`config.mk`:
```
export PLATFORM = sky130hd
export DESIGN_NAME = header_keyed_xor_stream_decrypt_unit_flat
export DESIGN_NICKNAME = d
export VERILOG_FILES = /design/src/hdl/hkx_pkg.sv /design/src/hdl/hkx_stream_if.sv /design/src/hdl/header_keyed_xor_stream_decrypt_unit.sv /design/src/flat_wrapper.sv
export SDC_FILE = /design/constraint.sdc
export NUM_CORES = 1
export LEC_CHECK = 0
export ABC_CLOCK_PERIOD_IN_PS = 5000
export BUFFER_PORTS_ARGS = -buffer_cell sky130_fd_sc_hd__buf_2
export CORE_ASPECT_RATIO = 1.5
export CORE_MARGIN = 1.5
export CORE_UTILIZATION = 55
export DETAILED_ROUTE_END_ITERATION = 10
export PLACE_DENSITY_LB_ADDON = 0.1
export SLEW_MARGIN = 20
export SYNTH_ARGS = -nofsm -noshare
export SYNTH_HDL_FRONTEND = slang
export SYNTH_SLANG_ARGS = --single-unit
```
`constraint.sdc`:
```
create_clock -name clk -period 5 [get_ports clk]
set_clock_uncertainty 0.1 [all_clocks]
set_input_delay 1 -clock clk [delete_from_list [all_inputs] [get_ports clk]]
set_output_delay 1 -clock clk [all_outputs]
set_load 0.02 [all_outputs]
```
`src/hdl/hkx_pkg.sv`:
```
// Shared types and constants for the header-keyed XOR stream decrypt unit.
`timescale 1ns / 1ps
`default_nettype none
package hkx_pkg;

  // Result status codes
  typedef enum logic [1:0] {
    STATUS_DATA    = 2'd0,
    STATUS_BAD_TAG = 2'd1,
    STATUS_BAD_VER = 2'd2
  } status_t;

  // Stream phase, one-hot
  typedef enum logic [3:0] {
    MODE_HEADER    = 4'b0001,
    MODE_AWAIT_KEY = 4'b0010,
    MODE_DATA      = 4'b0100,
    MODE_DROP      = 4'b1000
  } mode_t;

  localparam int unsigned POS_W       = 5;
  localparam int unsigned TAG_LEN     = 22;
  localparam logic [POS_W-1:0] TAG_LAST    = POS_W'(TAG_LEN - 1);
  localparam logic [POS_W-1:0] VER_POS_0   = 5'd22;
  localparam logic [POS_W-1:0] VER_POS_1   = 5'd24;
  localparam logic [POS_W-1:0] VER_POS_2   = 5'd26;
  localparam logic [POS_W-1:0] HDR_LAST    = 5'd27;
  localparam logic [POS_W-1:0] DATA_OFFSET = 5'd28;

  localparam logic [7:0] KEY_V111      = 8'hAC;
  localparam logic [7:0] KEY_V121_MASK = 8'hC1;
  localparam logic [7:0] CHAR_ONE      = 8'h31;
  localparam logic [7:0] CHAR_TWO      = 8'h32;

  // Version candidate flag bits
  localparam int unsigned VER_111 = 0;
  localparam int unsigned VER_121 = 1;

  // Fixed UTF-16LE header tag
  localparam logic [7:0] TAG_BYTES [TAG_LEN] = '{
    8'h4C, 8'h00, 8'h69, 8'h00, 8'h6E, 8'h00, 8'h65, 8'h00,
    8'h61, 8'h00, 8'h67, 8'h00, 8'h65, 8'h00, 8'h32, 8'h00,
    8'h56, 8'h00, 8'h65, 8'h00, 8'h72, 8'h00
  };

  // Expected tag byte at a header offset; zero past the tag
  function automatic logic [7:0] tag_byte(input logic [POS_W-1:0] pos);
    logic [7:0] val;
    val = 8'h00;
    if (pos <= TAG_LAST) begin
      val = TAG_BYTES[pos];
    end
    return val;
  endfunction

endpackage
`default_nettype wire

```
`src/hdl/hkx_stream_if.sv`:
```
// Valid/ready channel interfaces for raw file bytes and decrypted results.
`timescale 1ns / 1ps
`default_nettype none
interface hkx_in_if;
  logic       valid;
  logic       ready;
  logic [7:0] in_byte;
  logic       start_of_file;

  modport source (output valid, output in_byte, output start_of_file, input ready);
  modport sink   (input valid, input in_byte, input start_of_file, output ready);
endinterface

interface hkx_out_if;
  logic             valid;
  logic             ready;
  logic [7:0]       out_byte;
  hkx_pkg::status_t status;

  modport source (output valid, output out_byte, output status, input ready);
  modport sink   (input valid, input out_byte, input status, output ready);
endinterface
`default_nettype wire

```
`src/hdl/header_keyed_xor_stream_decrypt_unit.sv`:
```
// Header-keyed XOR stream decrypt unit: header check, key select and data XOR.
//
// Takes one file byte per beat and accepts a new beat every cycle, also while
// a finished result waits in the output register, as long as that result is
// taken in the same cycle. Each beat passes through one level of compare/XOR
// logic into the result register, so a result appears in the cycle after its
// byte is accepted. Header bytes 0 to 27 give no result unless they carry an
// error (bad tag on byte 21, unknown version on byte 27); after an error the
// unit drops bytes until the next beat with start_of_file set. From byte 28
// on every byte is returned XORed with the selected key.
`timescale 1ns / 1ps
`default_nettype none
module header_keyed_xor_stream_decrypt_unit (
  input  wire logic clk,
  input  wire logic rst,
  hkx_in_if.sink    in_ch,
  hkx_out_if.source out_ch
);
  import hkx_pkg::*;

  logic [POS_W-1:0] pos;
  logic [POS_W-1:0] pos_next;
  mode_t            mode;
  mode_t            mode_next;
  logic             mismatch;
  logic             mismatch_next;
  logic [1:0]       ver_flags;
  logic [1:0]       ver_flags_next;
  logic [7:0]       key;
  logic [7:0]       key_next;

  logic             accept;
  logic             emit;
  logic [7:0]       emit_byte;
  status_t          emit_status;

  logic [POS_W-1:0] cur_pos;
  mode_t            cur_mode;
  logic             cur_mismatch;
  logic [1:0]       cur_flags;
  logic [7:0]       cur_key;
  logic [7:0]       b;

  // Take a beat whenever the result register is free or being emptied
  assign in_ch.ready = !out_ch.valid || out_ch.ready;
  assign accept      = in_ch.valid && in_ch.ready;
  assign b           = in_ch.in_byte;

  // Start of file restarts recognition before this byte is handled
  always_comb begin
    if (in_ch.start_of_file) begin
      cur_pos      = '0;
      cur_mode     = MODE_HEADER;
      cur_mismatch = 1'b0;
      cur_flags    = 2'b11;
      cur_key      = 8'h00;
    end else begin
      cur_pos      = pos;
      cur_mode     = mode;
      cur_mismatch = mismatch;
      cur_flags    = ver_flags;
      cur_key      = key;
    end
  end

  // Per-byte state advance and result selection
  always_comb begin
    pos_next       = cur_pos;
    mode_next      = cur_mode;
    mismatch_next  = cur_mismatch;
    ver_flags_next = cur_flags;
    key_next       = cur_key;
    emit           = 1'b0;
    emit_byte      = 8'h00;
    emit_status    = STATUS_DATA;

    unique case (cur_mode)
      MODE_HEADER: begin
        // Tag compare and version digit checks
        if (cur_pos <= TAG_LAST) begin
          if (b != tag_byte(cur_pos)) begin
            mismatch_next = 1'b1;
          end
        end else if (cur_pos == VER_POS_0 || cur_pos == VER_POS_2) begin
          if (b != CHAR_ONE) begin
            ver_flags_next = 2'b00;
          end
        end else if (cur_pos == VER_POS_1) begin
          if (b != CHAR_ONE) begin
            ver_flags_next[VER_111] = 1'b0;
          end
          if (b != CHAR_TWO) begin
            ver_flags_next[VER_121] = 1'b0;
          end
        end

        if (cur_pos == TAG_LAST && mismatch_next) begin
          mode_next   = MODE_DROP;
          emit        = 1'b1;
          emit_status = STATUS_BAD_TAG;
        end else if (cur_pos >= HDR_LAST) begin
          pos_next = DATA_OFFSET;
          priority if (ver_flags_next[VER_111]) begin
            key_next  = KEY_V111;
            mode_next = MODE_DATA;
          end else if (ver_flags_next[VER_121]) begin
            mode_next = MODE_AWAIT_KEY;
          end else begin
            mode_next   = MODE_DROP;
            emit        = 1'b1;
            emit_status = STATUS_BAD_VER;
          end
        end else begin
          pos_next = cur_pos + 1'b1;
        end
      end
      MODE_AWAIT_KEY: begin
        // Key byte decrypts to the mask itself
        key_next  = b ^ KEY_V121_MASK;
        mode_next = MODE_DATA;
        emit      = 1'b1;
        emit_byte = KEY_V121_MASK;
      end
      MODE_DATA: begin
        emit      = 1'b1;
        emit_byte = b ^ cur_key;
      end
      MODE_DROP: begin
        emit = 1'b0;
      end
      default: begin
        mode_next = MODE_DROP;
      end
    endcase
  end

  // Advance recognition state on each accepted beat
  always_ff @(posedge clk) begin
    if (rst) begin
      pos       <= '0;
      mode      <= MODE_HEADER;
      mismatch  <= 1'b0;
      ver_flags <= 2'b11;
      key       <= 8'h00;
    end else if (accept) begin
      pos       <= pos_next;
      mode      <= mode_next;
      mismatch  <= mismatch_next;
      ver_flags <= ver_flags_next;
      key       <= key_next;
    end
  end

  // Hold result until taken, load a new one when it frees up
  always_ff @(posedge clk) begin
    if (rst) begin
      out_ch.valid <= 1'b0;
    end else if (in_ch.ready) begin
      out_ch.valid <= accept && emit;
    end
  end

  always_ff @(posedge clk) begin
    if (accept && emit) begin
      out_ch.out_byte <= emit_byte;
      out_ch.status   <= emit_status;
    end
  end

endmodule
`default_nettype wire

```
`src/flat_wrapper.sv`:
```
// flat-port wrapper written by rule: the top's interface ports become plain ports
module header_keyed_xor_stream_decrypt_unit_flat import hkx_pkg::*;
  (clk, rst, in_ch_valid, in_ch_in_byte, in_ch_start_of_file, in_ch_ready, out_ch_valid, out_ch_out_byte, out_ch_status, out_ch_ready);
  hkx_in_if in_ch_i ();
  hkx_out_if out_ch_i ();
  input  wire logic clk;
  input  wire logic rst;
  input wire logic [$bits(in_ch_i.valid)-1:0] in_ch_valid;
  input wire logic [$bits(in_ch_i.in_byte)-1:0] in_ch_in_byte;
  input wire logic [$bits(in_ch_i.start_of_file)-1:0] in_ch_start_of_file;
  output wire logic [$bits(in_ch_i.ready)-1:0] in_ch_ready;
  output wire logic [$bits(out_ch_i.valid)-1:0] out_ch_valid;
  output wire logic [$bits(out_ch_i.out_byte)-1:0] out_ch_out_byte;
  output wire logic [$bits(out_ch_i.status)-1:0] out_ch_status;
  input wire logic [$bits(out_ch_i.ready)-1:0] out_ch_ready;
  assign in_ch_i.valid = in_ch_valid;
  assign in_ch_i.in_byte = in_ch_in_byte;
  assign in_ch_i.start_of_file = in_ch_start_of_file;
  assign in_ch_ready = in_ch_i.ready;
  assign out_ch_valid = out_ch_i.valid;
  assign out_ch_out_byte = out_ch_i.out_byte;
  assign out_ch_status = out_ch_i.status;
  assign out_ch_i.ready = out_ch_ready;
  header_keyed_xor_stream_decrypt_unit u_core (.clk(clk), .rst(rst), .in_ch(in_ch_i), .out_ch(out_ch_i));
endmodule
```
==> results.toml, run 1 <==
[worst_setup_path]
rr_startpoint = "u_core.pos[1]"
path_buf_inv = 3
cpPeakStageDelay_ns = 0.40
cp.required_ns = 4.89
critPathSlowestCell = "ha_1"
crit_arrival_ns = 3.62
worstPathMaxFanout = 28
reg2regPathDepth = 10
crit_family = "compound AO/OA/AOI/OAI gates"
start_kind = "input pin"
r2r_end = "u_core.out_ch.out_byte[0]"
critPathLaunch = "in_ch_start_of_file"
critPathCaptureType = "register"
path_cells = "buf_2 -> buf_4 -> nor2b_1 -> ha_1 -> nand2_1 -> o311ai_1 -> a32o_2 -> a2111oi_4 -> a21oi_2 -> nand2_1 -> a21oi_1 -> buf_4"
critPathKind = "input pin to register"
rrSetupSlack_ns = 1.60

[clocking]
cts_hold_buf = 0
cts_buffers = 5
cts_sinks = 31
insertion_delay_ns = 0.29
postCtsSetupBuffers = 0
htree_levels = 2
tritoncts = "done"
cts.path.max_buffers = 2
clkTransAtPathRegs_ns = 0.07
post_cts_resized = 0
cts_root_buffer = "clkbuf_8"

[route]
vias_per_cell = 6.208
num_vias = 2061
drc_errors = 0
drtIter0Drc = 67
route.antenna.remaining_nets = 0
drt-total-wl_um = 5301
drt_first_pass_iters = 4
wl_per_cell_um = 15.97

[cells_and_area]
diodes = 0
multiInputGateArea_um2 = 1300
drive_gt1_share_pct = 15.92
finalNetCount = 304
final.fill_count = 368
syn2layout_area_growth_pct = 8.618
seq_area_um2 = 720.7
fin_cells = 332
utilization_pct = 63.23

[sta]
setup_viol = 0
fin_crit_ns = 3.728
relSlewSlack_pct = 34.22
max_freq_mhz = 268.2
rsz0062_at_grt = "no"
finalMaxSlewViolations = 0
post-route-period-util_pct = 74.57
tightest_slew_ns = 0.9776
tns_ns = 0
hold_violations = 0

[worst_hold_path]
min_to = "u_core.key[2]"
hold_path_class = "register to register"
hp-start = "u_core.key[2]"
hold_depth = 2

[synth]
synth_area_leaders = "dfxtp_1, edfxtp_1, nand2_1"
seq_area_frac_synth_pct = 33.31
synth_area_um2 = 2163
synth_edf_count = 10
synthArstFlopShare_pct = 0
yosys.area.top_type = "dfxtp_1"
synth_top_area_share_pct = 19.43
yosysWarnings = 0
post-synth-top-count-cell = "nand2_1"
synth-main-ff-cell = "dfxtp_1"
synth_seq_cells = 31
synthTopCellsByCount = "nand2_1, nor2_1, dfxtp_1"
synth_cells = 272
yosysUniqueCellTypes = 61
synth_area_per_cell_um2 = 7.953
synth_fp_nets = 288

[power]
switching_power_mw = 0.1403
powerDensity_nw_per_um2 = 220.8
switching_share_pct = 27.05
clkPwrFrac_pct = 36.5
p_seq_share_pct = 51.5
ir_drop_v = 0.0002111
p_total_mw = 0.5188
power.internal_mw = 0.3785
power.leakage_nw = 0.8284
p_comb_share_pct = 12.1

[floorplan]
rows = 27
dieWidth_um = 54.21
core_um2 = 3716
start_util_pct = 58.22
dieHeight_um = 79.81
die_area_um2 = 4326
ios = 25

[global_routing]
antenna_found_initial = 0
grt_start_max_net_pins = 29
grt_overflow = 0
grt_pass1_vias = 1807
grt.total_usage_pct = 26.94
grt_pass1_wl_um = 8638

[job]
cap_violations = 0

[run_status]
outcome = "completed"

[placement]
post-place-cells = 324
io_buffers = 24
dp_hpwl_um = 3752
gp_congestion = 0.8880
==> per-layer routing <==
metal	routed length (um)	share of wire (%)	global-route usage, %
met2	2570	48	42.17
met5	0	0	0
met1	2334	44	35.82
met4	91	1.7	9.750
met3	305	5.8	5.431
==> area by class of cell <==
cell class                      count  area share, %
Multi-Input combinational cell    209          55.33
Sequential cell                    31          30.67
Timing Repair Buffer               26          5.751
Clock buffer                        5          2.929
Inverter                           15          2.396
Tap cell                           43          2.290
Clock inverter                      3         0.6390
==> power by group through the flow <==
stage | Sequential [mW] | Clock, mW | Combinational, mW
floorplan | 0.267 | 0 | 0.0478
global placement | 0.272 | 0 | 0.0615
detailed placement | 0.272 | 0 | 0.0620
CTS | 0.266 | 0.193 | 0.0624
global route | 0.267 | 0.202 | 0.0679
finish | 0.267 | 0.189 | 0.0627
==> worst reg2reg max path: stages, from the launching register on <==
cell	delay, ns
dfxtp_1	0.65
nor2b_1	0.32
ha_1	0.40
nand2_1	0.15
o311ai_1	0.16
a32o_2	0.27
a2111oi_4	0.08
a21oi_2	0.39
nand2_1	0.20
a21oi_1	0.17
buf_4	0.21
==> sequential cells by signal, indices dropped and copies added, names as in the netlist <==
| name | flops |
|---|---|
| u_core.out_ch.status | 2 |
| u_core.mode | 4 |
| u_core.pos | 5 |
| u_core.out_ch.out_byte | 8 |
| u_core.out_ch.valid | 1 |
| u_core.key | 8 |
| u_core.ver_flags | 2 |
| u_core.mismatch | 1 |
==> worst max-delay path by stage <==
stage,to,slack [ns],cells after the start
floorplan,u_core.out_ch.out_byte[0],1.07,11
global placement,u_core.out_ch.out_byte[4],1.14,12
detailed placement,u_core.out_ch.out_byte[1],1.02,12
CTS,u_core.out_ch.out_byte[4],1.32,12
global route,u_core.out_ch.out_byte[0],1.04,12
finish,u_core.out_ch.out_byte[0],1.27,12
==> through the flow <==
step	setup slack (ns)	hold slack [ns]	cell area (um^2)
floorplan	1.074	0.3273	2163
global placement	1.142	0.3361	2266
detailed placement	1.022	0.3487	2266
CTS	1.319	0.3597	2350
global route	1.040	0.3864	2350
finish	1.272	0.3602	2350
==> layout by cell type (no fill, tap or decap), drive strengths merged, types with 3 or more instances in the layout <==
master	instances
a211oi	4
a21o	7
a21oi	21
a31oi	5
buf	26
clkbuf	5
dfxtp	21
edfxtp	10
ha	3
inv	15
nand2	28
nand2b	8
nand3	6
nand3b	3
nand4	4
nor2	25
nor2b	11
nor3	8
nor4	5
o211ai	3
o21ai	16
o32ai	4
or3	3
or4	3
xnor2	6
==> cells by family (layout without fill, tap and decap cells) <==
logic type / after synthesis / count (layout) / share of synthesized area, %
xor+xnor: 7 / 7 / 2.834
buf+inv: 32 / 49 / 6.593
flops: 31 / 31 / 33.31
fa+ha+maj: 3 / 3 / 1.735
mux: 1 / 1 / 0.5205
compound gates: 81 / 81 / 26.20
simple gates: 117 / 117 / 28.80
(Power assumes the default switching activity.)
==> inputs of run 2 (changes only) <==
--- a/config.mk
+++ b/config.mk
@@ -5,7 +5,8 @@
 export SDC_FILE = /design/constraint.sdc
 export NUM_CORES = 1
 export LEC_CHECK = 0
-export ABC_CLOCK_PERIOD_IN_PS = 5000
+export ABC_AREA = 1
+export ABC_CLOCK_PERIOD_IN_PS = 3700
 export BUFFER_PORTS_ARGS = -buffer_cell sky130_fd_sc_hd__buf_2
 export CORE_ASPECT_RATIO = 1.5
 export CORE_MARGIN = 1.5
==> constraint.sdc (replaced) <==
create_clock -name clk -period 3.7 [get_ports clk]
set_clock_uncertainty 0.1 [all_clocks]
set_input_delay 0.74 -clock clk [delete_from_list [all_inputs] [get_ports clk]]
set_output_delay 0.74 -clock clk [all_outputs]
set_load 0.02 [all_outputs]
==> run 2 against run 1 <==
Net effect: wire length rose by 14%; critical path depth rose by 6; combinational power rose by 95%; count of clock-buffer cells in the layout rose by 1; core utilization rose by 0.73 points; setup slack got worse by 0.66 ns; cell area rose by 5.9%; register-to-register slack got worse by 0.71 ns; largest cell class unchanged; sequential cell count did not move; sequential power rose by 37%; synthesized area rose by 2.5%.
==> results.toml, run 2 <==
[worst_setup_path]
start_kind = "input pin"
cpMostUsedCell = "nand2_1"
crit_arrival_ns = 2.94
worstPathMaxFanout = 12
critPathCaptureType = "register"
path_buf_inv = 5
path_cells = "buf_2 -> inv_2 -> nand2_1 -> inv_1 -> ha_1 -> nand2_1 -> nor2_2 -> nor2_1 -> nand2_1 -> nor2_1 -> o21ai_2 -> o21ai_2 -> inv_2 -> nor3_2 -> nand2_1 -> nand3_1 -> nand2_1 -> inv_1"
crit_family = "simple AND/OR/NAND/NOR gates"
cpPeakStageDelay_ns = 0.30
cp.required_ns = 3.54
critPathKind = "input pin to register"
critPathSlowestCell = "inv_1"

[clocking]
cts.path.max_buffers = 2
clkTransAtPathRegs_ns = 0.06
cts_hold_buf = 0
htree_levels = 2
post_cts_resized = 0
cts_sinks = 31
insertion_delay_ns = 0.28
cts_buffers = 5
tritoncts = "done"
postCtsSetupBuffers = 0
cts_root_buffer = "clkbuf_8"

[cells_and_area]
syn2layout_area_growth_pct = 12.13
finalNetCount = 371
drive_gt1_share_pct = 18.82
layout_common_cells = "nand2_1, inv_1, nor2_1, buf_2, nand3_1"
largestRegisters = "u_core.key (8), u_core.out_ch.out_byte (8), u_core.pos (5)"
multiInputGateArea_um2 = 1266
final_area_um2 = 2487
seq_area_um2 = 720.7
final.fill_count = 371
diodes = 0
mostFrequentLayoutCell = "nand2_1"

[floorplan]
die_area_um2 = 4431
start_util_pct = 57.05
dieHeight_um = 80.79
core_um2 = 3889
rows = 28
dieWidth_um = 54.86
ios = 25

[power]
switching_power_mw = 0.2152
switching_share_pct = 28.90
ir_drop_v = 0.0002423
power.leakage_nw = 1.190
clkPwrFrac_pct = 34.3
power.internal_mw = 0.5294
p_comb_share_pct = 16.4
powerDensity_nw_per_um2 = 299.3
p_seq_share_pct = 49.3

[synth]
synth_edf_count = 10
synth_seq_cells = 31
synthArstFlopShare_pct = 0
post-synth-top-count-cell = "nand2_1"
yosys.area.top_type = "dfxtp_1"
synth_area_per_cell_um2 = 6.826
synthTopCellsByCount = "nand2_1, inv_1, nor2_1"
yosysUniqueCellTypes = 39
synth_fp_nets = 341
seq_area_frac_synth_pct = 32.49
synth-main-ff-cell = "dfxtp_1"
synth_area_um2 = 2218
synth_area_leaders = "dfxtp_1, nand2_1, edfxtp_1"
synth_top_area_share_pct = 18.95
synth_cells = 325
yosysWarnings = 0

[placement]
dp_slack_ns = 0.3275
gp_congestion = 1.036
dp_hpwl_um = 4516
io_buffers = 24
place_area_um2 = 2406

[route]
drt-total-wl_um = 6031
route.antenna.remaining_nets = 0
wl_per_cell_um = 15.04
num_vias = 2300
vias_per_cell = 5.736
drc_errors = 0
drt_first_pass_iters = 5
drtIter0Drc = 84

[sta]
hold_violations = 0
finalMaxSlewViolations = 0
setup_viol = 0
relSlewSlack_pct = 61.85
tns_ns = 0
tightest_slew_ns = 0.5702
rsz0062_at_grt = "no"
postLayoutSetupSlackWorst_ns = 0.6074
fin_crit_ns = 3.093
post-route-period-util_pct = 83.58
max_freq_mhz = 323.4

[global_routing]
antenna_found_initial = 0
grt_pass1_vias = 2134
grt_overflow = 0
grt_pass1_wl_um = 9763
grt.total_usage_pct = 30.29
grt_start_max_net_pins = 25

[run_status]
outcome = "completed"

[job]
cap_violations = 0

[worst_hold_path]
hold_path_class = "register to register"
==> run 2: cell count changes in the layout (fill, tap and decap cells not counted), moves of 5 or more <==
cell	delta
nor3_1	-6
nand3_1	+17
buf_4	+7
nand2b_1	-7
nor2b_1	-10
nor2_1	+8
a21o_1	-7
xnor2_1	-6
a221oi_1	+7
o21ai_1	+5
nand2_1	+56
inv_1	+26
==> run 2: area by class of cell <==
cell class / instances / area share, %
Multi-Input combinational cell: 238 / 50.91
Sequential cell: 31 / 28.97
Timing Repair Buffer: 33 / 7.545
Inverter: 46 / 7.042
Clock buffer: 6 / 2.917
Tap cell: 45 / 2.264
Clock inverter: 2 / 0.3521
==> run 2: final timing paths <==
path,end,depth (start not counted),slack (ns),start
hold / removal,u_core.mode[2],2,0.37,u_core.mode[2]
setup reg to reg,u_core.out_ch.out_byte[4],13,0.89,u_core.pos[1]
hold reg to reg,u_core.mode[2],2,0.37,u_core.mode[2]
setup / recovery,u_core.out_ch.out_byte[4],18,0.61,in_ch_start_of_file
==> run 2: layer usage <==
metal  wire, um  up-vias  track usage (%)
met4        252        0            17.75
li1           -     1139                -
met2       3092      103            50.36
met1       2335     1036            34.85
met5          0        -                0
met3        350       22            5.147
==> run 2: cells by family after synthesis <==
logic type                 after synthesis  synth area share, %
and+or+nand+nor                        166                34.57
adders and majority gates                3                1.692
xor gates and xnor gates                 5                1.974
AOI/OAI and AO/OA                       64                18.84
buffers and inverters                   56                10.43
DFF                                     31                32.49
==> run 2: tightest hold or removal path: cells and delay by family, from the launching register on <==
family / cells / cell delay, ns
flip-flops: 1 / 0.31
AND/OR/NAND/NOR: 1 / 0.06
AO/OA/AOI/OAI: 1 / 0.05
==> run 2: metrics by stage <==
step	power, mW	instances	util (%)	hold slack [ns]
2_1_floorplan	0.4581	325	-	0.3434
3_3_place_gp	0.4930	393	61.87	0.3545
3_5_place_dp	0.4948	393	61.87	0.3560
4_1_cts	0.7487	401	63.96	0.3664
5_1_grt	0.7809	401	63.96	0.3849
6_report	0.7445	401	63.96	0.3654
==> run 2: power groups by stage <==
| stage | combinational [mW] | clock [mW] | sequential, mW |
|---|---|---|---|
| detailed placement | 0.120 | 0 | 0.375 |
| global route | 0.137 | 0.276 | 0.368 |
| CTS | 0.121 | 0.261 | 0.367 |
| finish | 0.122 | 0.255 | 0.367 |
| global placement | 0.119 | 0 | 0.374 |
| floorplan | 0.0851 | 0 | 0.373 |
==> inputs of run 3 (changes only) <==
--- a/config.mk
+++ b/config.mk
@@ -5,8 +5,8 @@
 export SDC_FILE = /design/constraint.sdc
 export NUM_CORES = 1
 export LEC_CHECK = 0
-export ABC_AREA = 1
-export ABC_CLOCK_PERIOD_IN_PS = 3700
+export ABC_AREA = 0
+export ABC_CLOCK_PERIOD_IN_PS = 3190
 export BUFFER_PORTS_ARGS = -buffer_cell sky130_fd_sc_hd__buf_2
 export CORE_ASPECT_RATIO = 1.5
 export CORE_MARGIN = 1.5
==> constraint.sdc (replaced) <==
create_clock -name clk -period 3.19 [get_ports clk]
set_clock_uncertainty 0.1 [all_clocks]
set_input_delay 0.638 -clock clk [delete_from_list [all_inputs] [get_ports clk]]
set_output_delay 0.638 -clock clk [all_outputs]
set_load 0.02 [all_outputs]
==> run 3 against run 2 <==
Net effect: sequential power is 13% higher; sequential cell count stayed put; clock power is 47% higher; via count is 5.7% lower; critical path depth is 7 lower; critical endpoint is now u_core.out_ch.status[0]; setup slack worse by 0.45 ns; count of clock-buffer cells in the layout is 1 lower; die area is 2.4% lower; core utilization is 4.6 points higher; register-to-register slack worse by 0.74 ns; final cell count is 12% lower.
==> results.toml, run 3 (same netlist as run 1, synthesis figures left out) <==
[cells_and_area]
syn2layout_area_growth_pct = 17.76
mostFrequentLayoutCell = "nand2_1"
drive_gt1_share_pct = 22.73
layout_common_cells = "nand2_1, nor2_1, buf_2, buf_4, dfxtp_1"
finalNetCount = 323
fin_cells = 351
largestRegisters = "u_core.key (8), u_core.out_ch.out_byte (8), u_core.pos (5)"
diodes = 0
final_area_um2 = 2547

[route]
wl_per_cell_um = 16.17
drt-total-wl_um = 5674
route.antenna.remaining_nets = 0
drt_first_pass_iters = 5
drtIter0Drc = 92
drc_errors = 0
vias_per_cell = 6.177
num_vias = 2168

[global_routing]
grt_overflow = 0
grt_pass1_wl_um = 9128
grt_start_max_net_pins = 25
grt.total_usage_pct = 28.62
grt_pass1_vias = 1989
antenna_found_initial = 0

[clocking]
htree_levels = 2
clkTransAtPathRegs_ns = 0.07
cts_hold_buf = 0
cts_root_buffer = "clkbuf_8"
tritoncts = "done"
cts_buffers = 5
cts.path.max_buffers = 2
cts_sinks = 31
insertion_delay_ns = 0.28

[worst_setup_path]
critPathKind = "register to register"
rr_startpoint = "u_core.pos[1]"
critPathSlowestCell = "dfxtp_1"
reg2regPathDepth = 11
worstPathMaxFanout = 10
cp.required_ns = 3.09
crit_arrival_ns = 2.94
r2r_end = "u_core.out_ch.status[0]"
rrSetupSlack_ns = 0.15
path_buf_inv = 2
path_cells = "nor2b_2 -> ha_1 -> buf_4 -> and4b_1 -> a21oi_1 -> o211ai_1 -> nor4b_2 -> a21oi_2 -> nand2_1 -> a21oi_4 -> buf_12"
critPathCaptureType = "register"
cpPeakStageDelay_ns = 0.52
crit_family = "simple AND/OR/NAND/NOR gates"
start_kind = "register"

[placement]
dp_hpwl_um = 4086
io_buffers = 24
post-place-cells = 341
gp_congestion = 0.9557
place_area_um2 = 2424
dp_slack_ns = -0.01047

[power]
ir_drop_v = 0.0002994
power.leakage_nw = 0.9388
powerDensity_nw_per_um2 = 353.4

[run_status]
outcome = "completed"

[sta]
setup_viol = 0
hold_violations = 0
relSlewSlack_pct = 68.71
tightest_slew_ns = 0.4686
max_freq_mhz = 329.3
postLayoutSetupSlackWorst_ns = 0.1529
finalMaxSlewViolations = 0
fin_crit_ns = 3.037
timing.hold.ws_ns = 0.3462
post-route-period-util_pct = 95.21

[floorplan]
die_area_um2 = 4326
core_um2 = 3716
dieWidth_um = 54.21
start_util_pct = 58.22
dieHeight_um = 79.81
ios = 25
rows = 27

[worst_hold_path]
min_to = "u_core.key[3]"
hold_path_class = "register to register"
hp-start = "u_core.key[3]"
hold_depth = 2

[job]
cap_violations = 0
-- run 3: changes by cell type in the layout (fill, tap and decap cells not counted), moves of 6 or more --
cell / before / now
nand3_1: 23 / 6
nand2_1: 84 / 28
nand2b_1: 0 / 7
a21o_1: 0 / 7
nor2b_1: 0 / 9
inv_1: 40 / 13
a221oi_1: 8 / 1
buf_4: 9 / 20
nor3_1: 1 / 7
xnor2_1: 0 / 6
nor2_1: 33 / 25
-- run 3: per-stage QoR --
stage	TNS [ns]	power, mW	util [%]
CTS	0	0.9075	68.11
global route	-0.03038	0.9361	68.55
global placement	0	0.5310	65.22
floorplan	0	0.4956	-
finish	0	0.9004	68.55
detailed placement	-0.1076	0.5313	65.22
-- run 3: worst min-delay path: cells and delay by family, from the launching register on --
family | cells | cell delay, ns
flops | 1 | 0.30
simple gates | 1 | 0.05
compound gates | 1 | 0.05
-- run 3: timing repair --
| action | CTS | global route |
|---|---|---|
| endpoints found under the setup margin | 0 | 12 |
| hold endpoints to repair | 0 | 0 |
| buffers inserted | 0 | 2 |
| gates resized for setup | 0 | 1 |
-- run 3: area by class of cell --
class | instances | area, um^2
clock inverter | 3 | 38.79
timing repair buffer | 45 | 290.3
clock buffer | 5 | 68.82
inverter | 15 | 60.06
multi-input combinational | 209 | 1314
sequential | 31 | 721.9
fill | 335 | 1169
tap | 43 | 53.80
-- run 3: worst max-delay path by stage --
| stage | startpoint | endpoint | slack [ns] | cells past startpoint |
|---|---|---|---|---|
| CTS | u_core.pos[0] | u_core.pos[0] | 0.17 | 10 |
| floorplan | in_ch_start_of_file | u_core.pos[0] | 0.02 | 12 |
| detailed placement | in_ch_start_of_file | u_core.pos[0] | -0.01 | 12 |
| global route | u_core.pos[1] | u_core.out_ch.status[1] | -0.006 | 11 |
| global placement | in_ch_start_of_file | u_core.out_ch.out_byte[1] | 0.02 | 12 |
| finish | u_core.pos[1] | u_core.out_ch.status[0] | 0.15 | 11 |
-- run 3: layer usage --
layer  GRT usage (%)  part of all wire [%]  routed length [um]
met5               0                     0                   0
met4           11.25                   2.5                 143
met3           5.056                   5.1                 287
met2           48.43                    51                2902
met1           34.42                    41                2341
-- run 3: power by group --
| group | switching, mW | internal (mW) |
|---|---|---|
| clock | 0.147 | 0.228 |
| sequential | 0.00677 | 0.408 |
| combinational | 0.0677 | 0.0430 |
| total | 0.221 | 0.679 |
